[config.mk]
export PLATFORM = sky130hd
export DESIGN_NAME = substring_first_match_unit
export DESIGN_NICKNAME = d
export VERILOG_FILES = /design/src/rtl/sfm_pkg.sv /design/src/rtl/sfm_front.sv /design/src/rtl/sfm_queue.sv /design/src/rtl/sfm_back.sv /design/src/rtl/substring_first_match_unit.sv
export SDC_FILE = /design/constraint.sdc
export NUM_CORES = 2
export LEC_CHECK = 0
export ABC_CLOCK_PERIOD_IN_PS = 10900
export BUFFER_PORTS_ARGS = -buffer_cell sky130_fd_sc_hd__buf_4
export CAP_MARGIN = 20
export CORE_MARGIN = 5
export CORE_UTILIZATION = 45
export DETAILED_ROUTE_END_ITERATION = 8
export HOLD_SLACK_MARGIN = 0.15
export SYNTH_ARGS = -nofsm -noshare
export SYNTH_HDL_FRONTEND = slang
export SYNTH_SLANG_ARGS = --single-unit
[constraint.sdc]
create_clock -name i_clk -period 10.9 [get_ports i_clk]
set_input_delay 1.635 -clock i_clk [delete_from_list [all_inputs] [get_ports i_clk]]
set_output_delay 1.635 -clock i_clk [all_outputs]
set_load 0.005 [all_outputs]
[src/rtl/sfm_pkg.sv]
// shared constants, result record type and a lead-byte helper for the substring search
// no dependencies
`default_nettype none

package sfm_pkg;

    localparam int MAX_PATTERN_DEF = 32;
    localparam int MAX_TEXT        = 65536;

    localparam int CNT_W   = 16;
    localparam int LEN_W   = 6;
    localparam int START_W = 16;
    localparam int CFG_W   = 64;
    localparam int ADDR_W  = 6;
    localparam int PAT_W   = 4 * CFG_W;

    localparam logic [CNT_W-1:0] CNT_LIMIT =
        (MAX_TEXT - 1 > 65535) ? {CNT_W{1'b1}} : CNT_W'(MAX_TEXT - 1);

    localparam logic [2:0] REG_PAT0  = 3'd0;
    localparam logic [2:0] REG_PAT1  = 3'd1;
    localparam logic [2:0] REG_PAT2  = 3'd2;
    localparam logic [2:0] REG_PAT3  = 3'd3;
    localparam logic [2:0] REG_LEN   = 3'd4;
    localparam logic [2:0] REG_START = 3'd5;

    localparam int QUEUE_DEPTH = 2;
    localparam int QPTR_W      = $clog2(QUEUE_DEPTH);
    localparam int QCNT_W      = $clog2(QUEUE_DEPTH + 1);

    typedef struct packed {
        logic             found;
        logic             zero;
        logic [CNT_W-1:0] bytes;
        logic [CNT_W-1:0] chars;
        logic [LEN_W-1:0] leads;
    } t_rec;

    function automatic logic is_lead(input logic [7:0] b);
        return b[7:6] != 2'b10;
    endfunction

endpackage

`default_nettype wire

[src/rtl/sfm_front.sv]
// front end: takes text bytes, tracks the start point and the partial matches,
// and queues one result record per text; uses sfm_pkg
`default_nettype none

module sfm_front
    import sfm_pkg::*;
#(
    parameter int MAX_PATTERN = MAX_PATTERN_DEF
) (
    input  wire logic                     i_clk,
    input  wire logic                     i_rst_n,
    input  wire logic                     i_valid,
    output logic                          o_ready,
    input  wire logic [7:0]               i_byte,
    input  wire logic                     i_last,
    input  wire logic [8*MAX_PATTERN-1:0] i_pattern,
    input  wire logic [LEN_W-1:0]         i_len,
    input  wire logic [START_W-1:0]       i_start,
    input  wire logic                     i_full,
    output logic                          o_push,
    output t_rec                          o_rec
);

    localparam int LW = $clog2(MAX_PATTERN + 1);

    logic                   r_in, n_in;
    logic                   r_rep, n_rep;
    logic [CNT_W-1:0]       r_chars, n_chars;
    logic [CNT_W-1:0]       r_bytes, n_bytes;
    logic [MAX_PATTERN-1:0] r_match, n_match;
    logic [LW-1:0]          r_lcnt [MAX_PATTERN];
    logic [LW-1:0]          lcnt_step [MAX_PATTERN];
    logic [MAX_PATTERN-1:0] match_step;
    logic                   accept;
    logic                   lead;
    logic                   hit;
    logic [LW-1:0]          hit_leads;
    logic                   emit;
    t_rec                   rec;

    assign o_ready = !i_full;
    assign accept  = i_valid && !i_full;
    assign lead    = is_lead(i_byte);

    // partial match of depth j+1 ends at this byte
    for (genvar j = 0; j < MAX_PATTERN; j++) begin : g_step
        if (j == 0) begin : g_first
            assign match_step[j] = (i_byte == i_pattern[8*j +: 8]);
            assign lcnt_step[j]  = LW'(lead);
        end else begin : g_rest
            assign match_step[j] = r_match[j-1] && (i_byte == i_pattern[8*j +: 8]);
            assign lcnt_step[j]  = r_lcnt[j-1] + LW'(lead);
        end
    end

    always_comb begin
        hit       = 1'b0;
        hit_leads = '0;
        for (int j = 0; j < MAX_PATTERN; j++) begin
            if (i_len == LEN_W'(j + 1)) begin
                hit       = match_step[j];
                hit_leads = lcnt_step[j];
            end
        end
    end

    always_comb begin
        n_in    = r_in;
        n_rep   = r_rep;
        n_chars = r_chars;
        n_bytes = r_bytes;
        n_match = r_match;
        emit    = 1'b0;
        rec     = '0;
        if (accept) begin
            if (!r_in) begin
                if (i_start == '0 || (lead && r_chars == i_start)) begin
                    n_in    = 1'b1;
                    n_chars = '0;
                    if (!r_rep && i_len == '0) begin
                        emit      = 1'b1;
                        rec.found = 1'b1;
                        rec.zero  = 1'b1;
                        n_rep     = 1'b1;
                    end
                end else if (lead) begin
                    n_chars = r_chars + CNT_W'(1);
                end
            end
            if (n_in) begin
                n_match = match_step;
                if (n_bytes < CNT_LIMIT) begin
                    n_bytes = n_bytes + CNT_W'(1);
                end
                if (lead && n_chars < CNT_LIMIT) begin
                    n_chars = n_chars + CNT_W'(1);
                end
                if (hit && !n_rep) begin
                    emit      = 1'b1;
                    rec.found = 1'b1;
                    rec.zero  = 1'b0;
                    rec.bytes = n_bytes;
                    rec.chars = n_chars;
                    rec.leads = LEN_W'(hit_leads);
                    n_rep     = 1'b1;
                end
            end
            if (i_last) begin
                if (!n_rep) begin
                    emit      = 1'b1;
                    rec       = '0;
                    rec.found = !n_in && i_len == '0 && n_chars == i_start;
                    rec.zero  = 1'b1;
                end
                n_in    = 1'b0;
                n_rep   = 1'b0;
                n_chars = '0;
                n_bytes = '0;
                n_match = '0;
            end
        end
    end

    always_ff @(posedge i_clk) begin
        if (!i_rst_n) begin
            r_in    <= 1'b0;
            r_rep   <= 1'b0;
            r_chars <= '0;
            r_bytes <= '0;
            r_match <= '0;
        end else begin
            r_in    <= n_in;
            r_rep   <= n_rep;
            r_chars <= n_chars;
            r_bytes <= n_bytes;
            r_match <= n_match;
        end
    end

    // lead counts only matter where the match bit is set
    always_ff @(posedge i_clk) begin
        if (accept && n_in) begin
            r_lcnt <= lcnt_step;
        end
    end

    assign o_push = emit;
    assign o_rec  = rec;

endmodule

`default_nettype wire

[src/rtl/sfm_queue.sv]
// small result queue between the front end and the result stage
// uses sfm_pkg
`default_nettype none

module sfm_queue
    import sfm_pkg::*;
(
    input  wire logic i_clk,
    input  wire logic i_rst_n,
    input  wire logic i_push,
    input  wire t_rec i_data,
    output logic      o_full,
    output logic      o_valid,
    output t_rec      o_data,
    input  wire logic i_pop
);

    t_rec              r_mem [QUEUE_DEPTH];
    logic [QPTR_W-1:0] r_wptr;
    logic [QPTR_W-1:0] r_rptr;
    logic [QCNT_W-1:0] r_cnt;
    logic              do_push;
    logic              do_pop;

    assign o_full  = (r_cnt == QCNT_W'(QUEUE_DEPTH));
    assign o_valid = (r_cnt != '0);
    assign o_data  = r_mem[r_rptr];
    assign do_push = i_push && !o_full;
    assign do_pop  = i_pop && o_valid;

    always_ff @(posedge i_clk) begin
        if (do_push) begin
            r_mem[r_wptr] <= i_data;
        end
    end

    always_ff @(posedge i_clk) begin
        if (!i_rst_n) begin
            r_wptr <= '0;
            r_rptr <= '0;
            r_cnt  <= '0;
        end else begin
            if (do_push) begin
                r_wptr <= r_wptr + QPTR_W'(1);
            end
            if (do_pop) begin
                r_rptr <= r_rptr + QPTR_W'(1);
            end
            if (do_push && !do_pop) begin
                r_cnt <= r_cnt + QCNT_W'(1);
            end else if (do_pop && !do_push) begin
                r_cnt <= r_cnt - QCNT_W'(1);
            end
        end
    end

endmodule

`default_nettype wire

[src/rtl/sfm_back.sv]
// result stage: turns queued records into byte offset and character position
// and holds them in the output register; uses sfm_pkg
`default_nettype none

module sfm_back
    import sfm_pkg::*;
(
    input  wire logic             i_clk,
    input  wire logic             i_rst_n,
    input  wire logic             i_valid,
    input  wire t_rec             i_data,
    output logic                  o_pop,
    input  wire logic [LEN_W-1:0] i_len,
    output logic                  o_valid,
    input  wire logic             i_ready,
    output logic                  o_found,
    output logic [CNT_W-1:0]      o_offset,
    output logic [CNT_W-1:0]      o_pos
);

    logic             r_valid;
    logic             r_found;
    logic [CNT_W-1:0] r_off;
    logic [CNT_W-1:0] r_pos;
    logic [CNT_W-1:0] off;
    logic [CNT_W-1:0] pos;
    logic             load;

    assign load = i_valid && (!r_valid || i_ready);

    always_comb begin
        if (i_data.zero) begin
            off = '0;
            pos = '0;
        end else begin
            off = (i_data.bytes >= CNT_LIMIT) ? CNT_LIMIT
                                              : i_data.bytes - CNT_W'(i_len);
            pos = (i_data.chars >= CNT_LIMIT) ? CNT_LIMIT
                                              : i_data.chars - CNT_W'(i_data.leads);
        end
    end

    always_ff @(posedge i_clk) begin
        if (!i_rst_n) begin
            r_valid <= 1'b0;
        end else if (load) begin
            r_valid <= 1'b1;
        end else if (i_ready) begin
            r_valid <= 1'b0;
        end
    end

    always_ff @(posedge i_clk) begin
        if (load) begin
            r_found <= i_data.found;
            r_off   <= off;
            r_pos   <= pos;
        end
    end

    assign o_pop    = load;
    assign o_valid  = r_valid;
    assign o_found  = r_found;
    assign o_offset = r_off;
    assign o_pos    = r_pos;

endmodule

`default_nettype wire

[src/rtl/substring_first_match_unit.sv]
// substring first match unit: one text byte per cycle unless the result queue is full
// first occurrence reported once; results go via the queue and then the output register
// the byte compare and partial match update happen in the front end
// a two-entry result queue and the output register absorb output stalls
// reset: synchronous, active low; clears search state, queue state and config to zero
// uses sfm_pkg, sfm_front, sfm_queue and sfm_back
`default_nettype none

module substring_first_match_unit
    import sfm_pkg::*;
#(
    parameter int MAX_PATTERN = MAX_PATTERN_DEF
) (
    input  wire logic              i_clk,
    input  wire logic              i_rst_n,
    input  wire logic              i_s_tvalid,
    output logic                   o_s_tready,
    input  wire logic [7:0]        i_s_tdata,   // text_byte
    input  wire logic              i_s_tlast,   // last_byte
    output logic                   o_m_tvalid,
    input  wire logic              i_m_tready,
    output logic [31:0]            o_m_tdata,   // char_position [31:16], byte_offset [15:0]
    output logic                   o_m_tuser,   // found
    input  wire logic              psel,
    input  wire logic              penable,
    input  wire logic              pwrite,
    input  wire logic [ADDR_W-1:0] paddr,
    input  wire logic [CFG_W-1:0]  pwdata,
    output logic [CFG_W-1:0]       prdata,
    output logic                   pready
);

    logic [CFG_W-1:0]   r_pat [4];
    logic [LEN_W-1:0]   r_len;
    logic [START_W-1:0] r_start;
    logic [PAT_W-1:0]   pat_flat;
    logic [2:0]         reg_idx;
    logic               wr;

    logic             q_push;
    t_rec             q_in;
    logic             q_full;
    logic             q_valid;
    t_rec             q_out;
    logic             q_pop;
    logic             res_found;
    logic [CNT_W-1:0] res_off;
    logic [CNT_W-1:0] res_pos;

    assign pready  = 1'b1;
    assign reg_idx = paddr[5:3];
    assign wr      = psel && penable && pwrite && pready;

    always_ff @(posedge i_clk) begin
        if (!i_rst_n) begin
            r_pat   <= '{default: '0};
            r_len   <= '0;
            r_start <= '0;
        end else if (wr) begin
            case (reg_idx)
                REG_PAT0:  r_pat[0] <= pwdata;
                REG_PAT1:  r_pat[1] <= pwdata;
                REG_PAT2:  r_pat[2] <= pwdata;
                REG_PAT3:  r_pat[3] <= pwdata;
                REG_LEN:   r_len    <= pwdata[LEN_W-1:0];
                REG_START: r_start  <= pwdata[START_W-1:0];
                default: ;
            endcase
        end
    end

    always_comb begin
        case (reg_idx)
            REG_PAT0:  prdata = r_pat[0];
            REG_PAT1:  prdata = r_pat[1];
            REG_PAT2:  prdata = r_pat[2];
            REG_PAT3:  prdata = r_pat[3];
            REG_LEN:   prdata = CFG_W'(r_len);
            REG_START: prdata = CFG_W'(r_start);
            default:   prdata = '0;
        endcase
    end

    assign pat_flat = {r_pat[3], r_pat[2], r_pat[1], r_pat[0]};

    sfm_front #(
        .MAX_PATTERN(MAX_PATTERN)
    ) u_front (
        .i_clk     (i_clk),
        .i_rst_n   (i_rst_n),
        .i_valid   (i_s_tvalid),
        .o_ready   (o_s_tready),
        .i_byte    (i_s_tdata),
        .i_last    (i_s_tlast),
        .i_pattern (pat_flat[8*MAX_PATTERN-1:0]),
        .i_len     (r_len),
        .i_start   (r_start),
        .i_full    (q_full),
        .o_push    (q_push),
        .o_rec     (q_in)
    );

    sfm_queue u_queue (
        .i_clk   (i_clk),
        .i_rst_n (i_rst_n),
        .i_push  (q_push),
        .i_data  (q_in),
        .o_full  (q_full),
        .o_valid (q_valid),
        .o_data  (q_out),
        .i_pop   (q_pop)
    );

    sfm_back u_back (
        .i_clk    (i_clk),
        .i_rst_n  (i_rst_n),
        .i_valid  (q_valid),
        .i_data   (q_out),
        .o_pop    (q_pop),
        .i_len    (r_len),
        .o_valid  (o_m_tvalid),
        .i_ready  (i_m_tready),
        .o_found  (res_found),
        .o_offset (res_off),
        .o_pos    (res_pos)
    );

    assign o_m_tdata = {res_pos, res_off};
    assign o_m_tuser = res_found;

endmodule

`default_nettype wire

## After elaboration in Yosys (flattened, before gate mapping)

Memory sizes are Yosys's and may differ from the RTL's. A register that Yosys moved wholly into a read port is not among the register bits.
Index checks and enable logic that the tools add are counted.

- Register bits after elaboration: 562
- Bits in latches: 0
- RAM bits: 80
- Memory bits (read-only): 0
- Bits of input ports: 86
- Output and inout port bits: 100
- Logic and storage cells: 353
- Memories kept: 1

Memories:

| memory | words | bits a word | read ports | clocked after Yosys merged registers in | write ports | RTL line | RTL |
|---|---|---|---|---|---|---|---|
| u_queue.r_mem | 2 | 40 | 1 | 1 | 1 | sfm_queue.sv:18 | `t_rec r_mem [QUEUE_DEPTH];` |

- Add/sub/neg operators: 40
- Multiply operators: 0
- Div/mod/pow operators: 0
- Order comparisons: 4
- Eq/ne operators: 73
- Shifts and indexed selects: 0
- Muxes and demuxes: 117
- Bitwise gates (word level): 0
- Reductions and logical operators: 69

Operators by type and width:

| kind | number |
|---|---|
| 64-bit one-hot mux with 6 select lines | 1 |
| 8-bit equality test | 32 |
| 16-bit 2-to-1 mux | 13 |
| 40-bit 2-to-1 mux | 5 |
| 6-bit 2-to-1 mux | 31 |
| 6-bit by 1-bit adder with 6-bit output | 30 |
| 6-bit by 5-bit equality test with 1-bit output, second input constant | 16 |
| 31-bit 2-to-1 mux | 2 |
| 1-bit 2-to-1 mux | 60 |
| 16-bit by 1-bit adder with 16-bit output, second input constant | 3 |
| 6-bit by 4-bit equality test with 1-bit output, second input constant | 8 |
| 1-bit logical AND | 46 |
| 16-bit equality test | 2 |
| 16-bit greater-or-equal comparator, second input constant | 2 |
| 16-bit < comparator, second input constant | 2 |
| 16-bit by 6-bit subtractor with 16-bit output | 2 |
| 6-bit by 3-bit equality test with 1-bit output, second input constant | 4 |
| 16-bit zero test | 1 |
| 2-bit AND reduction | 7 |
| 6-bit by 2-bit equality test with 1-bit output, second input constant | 2 |
| 2-bit 2-to-1 mux | 5 |
| 2-bit nonzero test | 4 |
| 1-bit zero test | 7 |
| 3-bit by 2-bit equality test with 1-bit output, second input constant | 2 |
| other kinds (13) | 16 |

## Depth between registers and ports, before layout

- Depth after elaboration: 45
- Mapped depth: 20
- Mapped depth without buffers: 16

## Cells and area by module

A second synthesis with hierarchy kept.

- Cell total of the unflattened synthesis: 3,451
- Area total of the unflattened synthesis: 35,516.6 µm²

By module, submodules not included:

| module | instances | cells each | area an instance (µm²) | sequential area each (µm²) |
|---|---|---|---|---|
| sfm_front | 1 | 1,905 | 17,849.6 | 6,436.2 |
| substring_first_match_unit | 1 | 1,180 | 12,279.3 | 5,565.3 |
| sfm_queue | 1 | 149 | 3,109.2 | 2,502.4 |
| sfm_back | 1 | 217 | 2,278.4 | 1,011.0 |

## Worst setup path before layout

Ideal clock, no wire load.

- Kind: input to register
- From: in i_s_tdata[7]
- To: reg u_front.r_bytes[13]
- Setup time: 0.089 ns
- Data arrival time: 9.162 ns
- Required time: 10.811 ns
- Slack: 1.649 ns
- Cell stages on the path: 12
- Path buffers: 3
- Cells stage by stage: buf_2 > nor2b_4 > inv_2 > nand3_1 > o21bai_1 > clkbuf_1 > nand2b_1 > nand2_1 > inv_1 > clkbuf_1 > o21ai_0 > a21boi_0

RTL lines:

| item | RTL line | RTL |
|---|---|---|
| from (decl) | substring_first_match_unit.sv:18 | `input wire logic [7:0] i_s_tdata,` |
| to (signal assigned) | sfm_front.sv:135 | `r_bytes <= n_bytes;` |
| to (decl) | sfm_front.sv:29 | `logic [CNT_W-1:0] r_bytes, n_bytes;` |

==> run_results.csv <==
group,metric,value,unit
sta,final_max_slew_viol_count,0,
critical_path,worst_setup_path_end_kind,"flip-flop",
power,power_leakage,13.4,nW
sta,hold_violations,0,
clock_tree,insertion_delay,0.63,ns
sta,setup_viol,0,
clock_tree,clock_sinks,633,
critical_path,arrival,7.11,ns
synthesis,yosysSeqAreaShare,44.8,%
critical_path,critPathRequiredTime,11.37,ns
drt,ant_nets,0,
power,clockPowerShare,38.2,%
drt,detail_route.wl_per_cell,22.2,microns
clock_tree,root_buffer,"clkbuf_16",
synthesis,ys_ff_latch,633,
sta,holdWs,0.492,ns
sta,tightest_slew,1.24,ns
drt,drtIter0Drc,2512,
sta,slew_headroom,16.9,%
synthesis,syn-cell-area,34600,sq um
synthesis,synth_edf_count,284,
synthesis,avgSynthCellArea,9.29,sq um
clock_tree,cts-buffers-inserted,73,
die,row_count,101,
power,peakVddDrop,0.132,mV
synthesis,synthesis.nets,3894,
final_layout,fin_nets,3952,
clock_tree,cts-htree-levels,3,
power,power.switching,0.00178,W
power,p_sw_share,27.8,%
final_layout,area_delta_synth_final,12.8,%
global_routing,grt_pass1_wl,164,mm
die,die_x,287,microns
sta,rsz0062_at_grt,"false",
placed_design,io_buffers,181,
critical_path,path_max_fanout,41,
sta,finalSetupTns,0,ns
power,seqPwrFrac,44.9,%
drt,vias_per_cell,5.76,
drt,drc_errors,0,
die,die-area,82600,sq um
global_routing,grt_overflow_total,0,
clock_tree,hold_buffers,0,
sta,fin_worst_skew,0.0465,ns
synthesis,ys_types,95,
placed_design,place_area,36700,sq um
final_layout,layout-drive-gt1-share,10.6,%
flow_run,drv_cap,0,
synthesis,synth-async-reset-ratio,0,%
power,p_total,0.00640,W
final_layout,post-route-util,51.4,%
power,combPwrFrac,16.9,%
critical_path,rr_worst_depth,11,
drt,num_vias,28076,
die,start_util,45.5,%
final_layout,final_area,39100,sq um
power,p_per_area,164,nW/um^2
critical_path,r2r_start,"r_len[0]$_SDFFE_PN0P_",
synthesis,synth_warnings,0,
final_layout,fillers,7183,
worst_hold_path,min-delay-path-class,"reg -> reg",
die,core_area,76100,sq um
placed_design,hpwl,72.0,mm
drt,drt-total-wl,108,mm
global_routing,grt_max_degree,114,
global_routing,first_global_vias,27115,
worst_hold_path,worst_hold_path.endpoint,"pat_flat[109]$_SDFFE_PN0P_",
sta,period_needed,6.64,ns
sta,post-route-period-util,60.9,%
clock_tree,cts_resized,0,
global_routing,grt_use_total,25.3,%
synthesis,syn_inst,3729,
die,dieHeight,287,microns
synthesis,synth-main-ff-cell,"dfxtp_1",
critical_path,crit_path_start_kind,"input pin",
global_routing,antenna_found_initial,4,
critical_path,rr_endpoint,"u_queue.r_mem[1][13]$_DFFE_PP_",
clock_tree,cts_setup_buffers,0,
critical_path,reg2reg_slack,5.10,ns
clock_tree,path_clk_slew,0.06,ns
die,io_pins,186,
clock_tree,clock_path_buffers,3,
sta,fmax,151,MHz
drt,first_pass_iters,6,
clock_tree,cts_tree,"yes",
placed_design,place.gp.congestion,0.904,
critical_path,worstSetupPathType,"in -> reg",
outcome,status,"completed",
power,p_int,0.00462,W
worst_hold_path,holdPathStages,2,
worst_hold_path,hold_start,"pat_flat[109]$_SDFFE_PN0P_",
==> cell families after synthesis <==
kind of cell	share of synthesized area (%)
compound gates	15.8
xor+xnor	12.0
fa+ha+maj	2.90
buf+inv	3.28
flops	44.8
mux	2.73
other cells	0.0108
simple gates	18.4
==> per-stage QoR <==
| step | setup WS (ns) | instances |
|---|---|---|
| final | 4.26 | 4875 |
| after global placement | 3.65 | 4741 |
| after global routing | 3.99 | 4874 |
| after detailed placement | 3.72 | 4741 |
| after floorplan | 1.65 | 3729 |
| after CTS | 4.36 | 4873 |
==> Yosys cell counts (50+ instances only) <==
cell	number	area share [%]
nor2_1	157	1.7
edfxtp_1	284	25
nor3_1	71	1.0
a21boi_0	282	6.1
xor2_1	168	4.2
nand2_1	742	8.0
xnor2_1	303	7.7
nand4_1	50	0.90
a22oi_1	144	3.1
a21oi_1	93	1.3
nor2b_1	66	1.2
ha_1	77	2.8
clkbuf_1	179	1.9
nand3_1	138	2.0
dfxtp_1	349	20
o21ai_0	100	1.4
==> worst max path at each step <==
stage                       startpoint                                to  slack [ns]  cells after the start
after detailed placement  i_s_tdata[7]    u_queue.r_mem[0][39]$_DFFE_PP_        3.72                     18
after global routing      i_s_tdata[7]    u_queue.r_mem[0][39]$_DFFE_PP_        3.99                     18
final                     i_s_tdata[7]    u_queue.r_mem[1][39]$_DFFE_PP_        4.26                     18
after global placement    i_s_tdata[7]    u_queue.r_mem[0][39]$_DFFE_PP_        3.65                     18
after floorplan           i_s_tdata[7]  u_front.r_bytes[13]$_SDFFE_PN0P_        1.65                     12
after CTS                 i_s_tdata[7]    u_queue.r_mem[0][39]$_DFFE_PP_        4.36                     18
==> state kept, by name, indices dropped and copies added (netlist names), 2 cells and up, named ones only <==
register / count
r_len: 6
u_front.r_lcnt: 171
u_queue.r_cnt: 2
u_back.o_offset: 16
u_back.o_pos: 16
u_front.r_bytes: 16
u_front.r_chars: 16
r_start: 16
u_queue.r_mem: 80
pat_flat: 256
u_front.r_match: 31
==> metal layers <==
metal,up-vias,global-route usage (%),wire [microns]
li1,13273,-,-
met1,13652,34.6,47900
met2,968,41.9,50600
met3,177,4.12,7170
met4,6,6.42,2700
met5,-,0,47
==> cells in the final DEF (no fill, tap or decap), drive strengths merged, types with 18 or more instances in the layout <==
| cell type | synthesis | final |
|---|---|---|
| mux2 | 23 | 23 |
| o22ai | 20 | 20 |
| nor4 | 46 | 46 |
| edfxtp | 284 | 284 |
| clkbuf | 180 | 112 |
| nand2 | 742 | 742 |
| nand3 | 138 | 138 |
| buf | 61 | 223 |
| ha | 77 | 77 |
| a21o | 18 | 18 |
| nand4 | 51 | 51 |
| nor3 | 71 | 71 |
| mux2i | 48 | 48 |
| xor2 | 168 | 168 |
| inv | 39 | 43 |
| dfxtp | 349 | 349 |
| xnor2 | 303 | 303 |
| nor2b | 67 | 67 |
| a22oi | 144 | 144 |
| a21oi | 94 | 94 |
| a21boi | 282 | 282 |
| o21ai | 100 | 100 |
| and3 | 40 | 40 |
| nor2 | 158 | 158 |
| and2 | 21 | 21 |
==> cell type report <==
class	instances	area, sq um	share of cell area, %
inverter	40	158	0.403
clock inverter	21	293	0.749
antenna	1	2.50	0.00640
timing repair buffer	224	1690	4.33
sequential	633	15500	39.7
tap	1030	1290	3.30
clock buffer	111	2070	5.30
multi-input combinational	2815	18100	46.2
==> worst max-delay path, stage by stage <==
cell       delay (ns)
buf_4            0.53
nor2b_4          0.71
inv_2            0.54
nand3_1          0.22
o21bai_1         0.09
buf_4            0.22
and2_0           0.20
a21oi_1          0.20
ha_1             0.24
inv_1            0.08
a2111oi_2        0.34
nand4b_1         0.33
o211ai_1         0.57
xnor2_1          0.22
o22ai_1          0.11
a2111oi_0        0.38
and4bb_1         0.25
a41o_1           0.17
==> power groups by stage <==
| stage | Clock [W] | Combinational, W | Sequential, W |
|---|---|---|---|
| 2_1_floorplan | 0 | 0.000678 | 0.00292 |
| 3_3_place_gp | 0 | 0.00108 | 0.00292 |
| 3_5_place_dp | 0 | 0.00109 | 0.00292 |
| 4_1_cts | 0.00249 | 0.00109 | 0.00287 |
| 5_1_grt | 0.00258 | 0.00118 | 0.00289 |
| 6_report | 0.00244 | 0.00108 | 0.00287 |
Power figures use the tool's default switching activity.
